**config.mk**
```make
export PLATFORM = sky130hd
export DESIGN_NAME = btc_scanner
export DESIGN_NICKNAME = d
export VERILOG_FILES = /design/src/rtl/btc_pkg.sv /design/src/rtl/btc_scanner.sv
export SDC_FILE = /design/constraint.sdc
export NUM_CORES = 1
export LEC_CHECK = 0
export ABC_AREA = 1
export ABC_CLOCK_PERIOD_IN_PS = 4890
export BUFFER_PORTS_ARGS = -buffer_cell sky130_fd_sc_hd__buf_2
export CORE_ASPECT_RATIO = 0.5
export CORE_MARGIN = 1
export CORE_UTILIZATION = 53
export DETAILED_ROUTE_END_ITERATION = 7
export MAX_ROUTING_LAYER = met4
export PLACE_DENSITY = 0.78
export SKIP_CTS_REPAIR_TIMING = 1
export SLEW_MARGIN = 15
export SYNTH_ARGS = -nofsm -noshare
export SYNTH_HDL_FRONTEND = slang
export SYNTH_SLANG_ARGS = --single-unit
```
**constraint.sdc**
```tcl
create_clock -name clk -period 4.89 [get_ports clk]
set_input_delay 0.489 -clock clk [delete_from_list [all_inputs] [get_ports clk]]
set_output_delay 0.489 -clock clk [all_outputs]
set_load 0.02 [all_outputs]
```
**src/rtl/btc_pkg.sv**
```systemverilog
// Package for the box/tile-map collision unit: shared types and fixed constants.
// Depends on nothing; used by every module of the block.
package btc_pkg;

	// Tile size in pixels and fraction bits of the box coordinates.
	// TILE_PIXELS is a power of two, so floor division by a tile is an arithmetic shift.
	localparam int TILE_PIXELS = 32;
	localparam int FRAC_BITS   = 4;
	localparam int TILE_LOG2   = $clog2(TILE_PIXELS);
	localparam int SPAN_LOG2   = TILE_LOG2 + FRAC_BITS;

	// Field widths.
	localparam int BOX_XY_W  = 20;
	localparam int BOX_WH_W  = 16;
	localparam int ROW_IN_W  = 6;
	localparam int COL_IN_W  = 8;
	localparam int CODE_W    = 8;
	localparam int PX_W      = 13;
	localparam int PY_W      = 11;
	localparam int ROWS_W    = 7;
	localparam int COLS_W    = 9;
	localparam int CFG_IDX_W = 1;
	localparam int CFG_DAT_W = 9;

	// Edge sums need one bit more than a coordinate; one more keeps compares safe.
	localparam int WIDE_W = BOX_XY_W + 2;
	typedef logic signed [WIDE_W-1:0] wide_t;

	localparam wide_t SPAN = wide_t'(1) <<< SPAN_LOG2;

	// Request types.
	typedef enum logic {
		REQ_WRITE = 1'b0,
		REQ_QUERY = 1'b1
	} req_t;

	// Configuration register indexes.
	localparam logic [CFG_IDX_W-1:0] REG_MAP_ROWS = 1'd0;
	localparam logic [CFG_IDX_W-1:0] REG_MAP_COLS = 1'd1;

	// One finished query result.
	typedef struct packed {
		logic            valid;
		logic            hit;
		logic [PX_W-1:0] point_x;
		logic [PY_W-1:0] point_y;
	} btc_result_t;

endpackage

```
**src/rtl/btc_scanner.sv**
```systemverilog
// Query sequencer: floors the box to a tile range, reads one tile per cycle
// from the tile memory and tests it. Depends on btc_pkg.
module btc_scanner #(
	parameter int MAX_ROWS = 64,
	parameter int MAX_COLS = 256,
	parameter int AW       = 14
) (
	input  logic                                  clk,
	input  logic                                  arst_n,
	input  logic                                  query,
	input  logic signed [btc_pkg::BOX_XY_W-1:0]   box_x,
	input  logic signed [btc_pkg::BOX_XY_W-1:0]   box_y,
	input  logic        [btc_pkg::BOX_WH_W-1:0]   box_w,
	input  logic        [btc_pkg::BOX_WH_W-1:0]   box_h,
	input  logic        [btc_pkg::ROWS_W-1:0]     map_rows,
	input  logic        [btc_pkg::COLS_W-1:0]     map_cols,
	output logic                                  rd_en,
	output logic        [AW-1:0]                  rd_addr,
	input  logic        [btc_pkg::CODE_W-1:0]     rd_data,
	output logic                                  busy,
	output btc_pkg::btc_result_t                  result
);

	localparam int RW = (MAX_ROWS > 1) ? $clog2(MAX_ROWS) : 1;
	localparam int CW = (MAX_COLS > 1) ? $clog2(MAX_COLS) : 1;

	typedef enum logic [1:0] {
		ST_IDLE,
		ST_SETUP,
		ST_SCAN
	} state_t;

	state_t                state_q;
	btc_pkg::wide_t        bx_q, by_q, ex_q, ey_q;
	logic [CW-1:0]         x1_q, cx_q, cx_s1;
	logic [RW-1:0]         y0_q, y1_q, ry_q, ry_s1;
	logic                  issue_q, valid_s1, last_s1;
	btc_pkg::btc_result_t  result_q;

	// Range setup from the registered box.
	btc_pkg::wide_t x0w, x1w, y0w, y1w, x0c, x1c, y0c, y1c, rows_lim, cols_lim;
	logic           range_empty;

	always_comb begin
		x0w = bx_q >>> btc_pkg::SPAN_LOG2;
		x1w = ex_q >>> btc_pkg::SPAN_LOG2;
		y0w = by_q >>> btc_pkg::SPAN_LOG2;
		y1w = ey_q >>> btc_pkg::SPAN_LOG2;
		rows_lim = (32'(map_rows) < MAX_ROWS) ? btc_pkg::wide_t'(map_rows)
			: btc_pkg::wide_t'(MAX_ROWS);
		cols_lim = (32'(map_cols) < MAX_COLS) ? btc_pkg::wide_t'(map_cols)
			: btc_pkg::wide_t'(MAX_COLS);
		x0c = (x0w < 0) ? '0 : x0w;
		y0c = (y0w < 0) ? '0 : y0w;
		x1c = (x1w > cols_lim - 1) ? cols_lim - 1 : x1w;
		y1c = (y1w > rows_lim - 1) ? rows_lim - 1 : y1w;
		range_empty = (x0c > x1c) || (y0c > y1c);
	end

	// Scan step and memory address.
	logic last_tile;
	assign last_tile = (cx_q == x1_q) && (ry_q == y1_q);
	assign rd_en     = (state_q == ST_SCAN) && issue_q;
	assign rd_addr   = AW'(32'(ry_q) * MAX_COLS + 32'(cx_q));

	// Tile test on the data coming back from memory.
	btc_pkg::wide_t tx, ty;
	logic           solid, overlap, hit_now, scan_end;

	always_comb begin
		tx = btc_pkg::wide_t'(cx_s1) <<< btc_pkg::SPAN_LOG2;
		ty = btc_pkg::wide_t'(ry_s1) <<< btc_pkg::SPAN_LOG2;
		solid = !rd_data[btc_pkg::CODE_W-1] && (rd_data != '0);
		overlap = (bx_q < tx + btc_pkg::SPAN) && (ex_q > tx)
			&& (by_q < ty + btc_pkg::SPAN) && (ey_q > ty);
		hit_now = solid && overlap;
		scan_end = valid_s1 && (hit_now || last_s1);
	end

	always_ff @(posedge clk or negedge arst_n) begin
		if (!arst_n) begin
			state_q  <= ST_IDLE;
			issue_q  <= 1'b0;
			valid_s1 <= 1'b0;
			last_s1  <= 1'b0;
			result_q <= '0;
		end else begin
			case (state_q)
				ST_IDLE: begin
					result_q.valid <= 1'b0;
					if (query) begin
						bx_q    <= btc_pkg::wide_t'(box_x);
						by_q    <= btc_pkg::wide_t'(box_y);
						ex_q    <= btc_pkg::wide_t'(box_x) + btc_pkg::wide_t'(box_w);
						ey_q    <= btc_pkg::wide_t'(box_y) + btc_pkg::wide_t'(box_h);
						state_q <= ST_SETUP;
					end
				end
				ST_SETUP: begin
					if (range_empty) begin
						result_q <= '{valid: 1'b1, hit: 1'b0, point_x: '0, point_y: '0};
						state_q  <= ST_IDLE;
					end else begin
						x1_q    <= CW'(x1c);
						y0_q    <= RW'(y0c);
						y1_q    <= RW'(y1c);
						cx_q    <= CW'(x0c);
						ry_q    <= RW'(y0c);
						issue_q <= 1'b1;
						state_q <= ST_SCAN;
					end
				end
				ST_SCAN: begin
					// Issue one read per cycle, column by column with rows inner.
					valid_s1 <= issue_q && !scan_end;
					if (issue_q) begin
						last_s1 <= last_tile;
						cx_s1   <= cx_q;
						ry_s1   <= ry_q;
						if (!last_tile) begin
							if (ry_q == y1_q) begin
								ry_q <= y0_q;
								cx_q <= cx_q + 1'b1;
							end else begin
								ry_q <= ry_q + 1'b1;
							end
						end
					end
					if (scan_end || last_tile) begin
						issue_q <= 1'b0;
					end
					// The first hit or the last tile ends the scan; reads in flight are dropped.
					if (scan_end) begin
						result_q.valid   <= 1'b1;
						result_q.hit     <= hit_now;
						result_q.point_x <= hit_now
							? btc_pkg::PX_W'(32'(cx_s1) << btc_pkg::TILE_LOG2) : '0;
						result_q.point_y <= hit_now
							? btc_pkg::PY_W'(32'(ry_s1) << btc_pkg::TILE_LOG2) : '0;
						state_q  <= ST_IDLE;
					end
				end
				default: begin
					state_q <= ST_IDLE;
				end
			endcase
		end
	end

	assign busy   = (state_q != ST_IDLE);
	assign result = result_q;

endmodule

```
==> flow_summary.json <==
{
  "drt-initial-drc-count": 528,
  "start_util_pct": 54.2,
  "swShare_pct": 35.0,
  "drcViolationCount": 0,
  "overflow": 0,
  "clock_latency_ps": 430,
  "rrSetupSlack_ps": 620,
  "cp.depth": 37,
  "antenna_found_initial": 0,
  "crit_top_cell": "nand2_1",
  "fmax_mhz": 217,
  "cts_buffers": 17,
  "synthCells": 1066,
  "design.core.area_mm2": 0.0174,
  "n_antenna_cell": 0,
  "syn_avg_cell_area_um2": 8.83,
  "pwr-share-clk_pct": 30.6,
  "total_leakage_power_nw": 5.31,
  "ff2ff_path_depth": 29,
  "synth-seq-cells": 133,
  "total_power_w": 0.00440,
  "arrival_ps": 4740,
  "multiInputGateArea_mm2": 0.00492,
  "cts_max_level": 4,
  "via_count": 8008,
  "synth_top_area_share_pct": 35.7,
  "portBuffers": 130,
  "period_share_pct": 94.2,
  "outcome": "completed",
  "timing_hold_violations_final": 0,
  "fp.dieW_um": 190,
  "reg2reg_from": "ey_q[12]",
  "power.density_mw_per_mm2": 396,
  "wl_um": 22900,
  "num_io_pins": 141,
  "avgRoutedWirePerCell_um": 15.7,
  "nNetsFinal": 1429,
  "switching_power_w": 0.00154,
  "async_flop_share_pct": 15.8,
  "synth_cell_types": 49,
  "path_class": "in2reg",
  "worstMarginPinSlew_ps": 722,
  "n_fill_cell": 1386,
  "cts.sinks": 133,
  "setup_violations": 0,
  "drv_slew": 0,
  "synthTopCellsByArea": "edfxtp_1, ha_1, nand2_1",
  "seq_area_mm2": 0.00389,
  "post-synth-top-area-cell": "edfxtp_1",
  "rows": 34,
  "p_comb_share_pct": 32.0,
  "finClkSkew_ps": 15.7,
  "yosysWarnings": 0,
  "worstPathBufferInverterCount": 6,
  "synth.cell_area_mm2": 0.00941,
  "cp-endpoint": "y1_q[2]",
  "finalCoreUtilization_pct": 64.0,
  "slowest_delay_ps": 280,
  "syn_to_final_growth_pct": 18.1,
  "reg2reg_to": "y1_q[2]",
  "drive_gt1_share_pct": 19.1,
  "clk_pin_slew_ps": 60,
  "critical-path-top-delay-family": "simple AND/OR/NAND/NOR gates",
  "worstSetupEndpointType": "register",
  "synth_edf_count": 112,
  "startpoint_type": "input port",
  "synth_most_common_cell": "nand2_1",
  "synthTopCellsByCount": "nand2_1, inv_1, edfxtp_1",
  "gp_congestion": 0.966,
  "drtAntennaViolNets": 0,
  "cap_violations": 0,
  "ys_seq_area_share_pct": 41.3,
  "ys.flop_type": "edfxtp_1",
  "die_h_um": 96.2,
  "peakVddDrop_mv": 0.275,
  "cp.required_ps": 5030,
  "grtUsageTotal_pct": 26.4,
  "crit_slowest_cell": "ha_1",
  "fin_crit_ps": 4610,
  "p_int_w": 0.00286,
  "cts_max_path_buffers": 2,
  "power_frac_seq_pct": 37.3,
  "root_buffer": "clkbuf_16",
  "dieArea_mm2": 0.0183,
  "grt_pass1_wl_um": 36100,
  "hp-class": "in2async",
  "vias_per_cell": 5.47,
  "grt_pass1_vias": 7452,
  "cts_tree": "done",
  "firstDrtPassIters": 6,
  "grt_max_degree": 38,
  "maxSlewHeadroom_pct": 51.8,
  "dp_hpwl_um": 17700,
  "startpoint": "map_rows[6]",
  "worstPathMaxFanout": 12
}
[per-layer routing]
layer	share of wire [%]	vias up	track usage (%)
met2	48	303	44.7
met4	2.1	0	7.73
met5	0	-	-
li1	-	3930	-
met3	6.8	45	3.97
met1	43	3730	33.0
[power groups by stage]
stage | Sequential (W) | Combinational, W | Clock (W)
after floorplan | 0.00165 | 0.000929 | 0
after global placement | 0.00165 | 0.00126 | 0
after detailed placement | 0.00166 | 0.00133 | 0
after CTS | 0.00164 | 0.00135 | 0.00135
after global routing | 0.00166 | 0.00158 | 0.00139
final | 0.00164 | 0.00141 | 0.00135
[logic make-up after synthesis]
group	Yosys count	synth area share [%]
flops	133	41.3
buf+inv	170	7.43
compound gates	161	9.70
fa+ha+maj	113	15.2
simple gates	423	20.3
other cells	1	0.0398
xor+xnor	65	6.05
[placed cells by master, fill, tap and decap left out, types with 20 or more instances in the layout]
cell type	instances
ha_1	108
buf_2	130
a21oi_1	58
inv_1	131
nand2_1	211
nand3_1	43
xor2_1	47
edfxtp_1	112
nor3_1	24
o21ai_0	57
nand2_2	20
nand4_1	32
nor2_1	62
dfrtp_1	21
[state kept, by name, summed over array words and instances, names as in the netlist]
register  cells
by_q         11
result       16
ry_s1         6
issue_q       1
valid_s1      1
bx_q         11
ry_q          6
ex_q         21
ey_q         21
cx_s1         8
y0_q          6
x1_q          8
state_q       2
last_s1       1
y1_q          6
cx_q          8
[worst min-delay path by stage]
stage	end	depth (start not counted)	slack, ps
after floorplan	issue_q	0	190
after global placement	result[8]	2	450
after detailed placement	result[5]	2	460
after CTS	result[17]	1	40
after global routing	result[20]	1	70
final	result[7]	1	30
[worst reg2reg max path, delay by kind of cell (launching register included)]
| family | cells | cell delay, ps |
|---|---|---|
| fa+ha+maj | 2 | 630 |
| simple gates | 17 | 1850 |
| flops | 1 | 460 |
| buf+inv | 4 | 350 |
| compound gates | 6 | 690 |
[final cells by class]
| cell class | instances | share of cell area, % |
|---|---|---|
| repair buffers | 152 | 7.75 |
| well taps | 234 | 2.63 |
| inverters | 141 | 4.81 |
| multi-input cells | 772 | 44.3 |
| clock buffers | 20 | 3.93 |
| clock inverters | 12 | 1.62 |
| flip-flops and latches | 133 | 35.0 |
[stage by stage]
stage          instance area (um^2)  instances  hold slack, ps  TNS, ps  setup WS, ps
6_report                      11100       1464            29.9        0           281
5_1_grt                       11100       1464            69.3    -2340         -86.1
4_1_cts                       11000       1460            37.4        0           267
3_5_place_dp                  10400       1428             459    -2030         -93.4
3_3_place_gp                  10400       1428             450        0           103
2_1_floorplan                  9450       1075             193        0           138
Power figures use the tool's default switching activity.
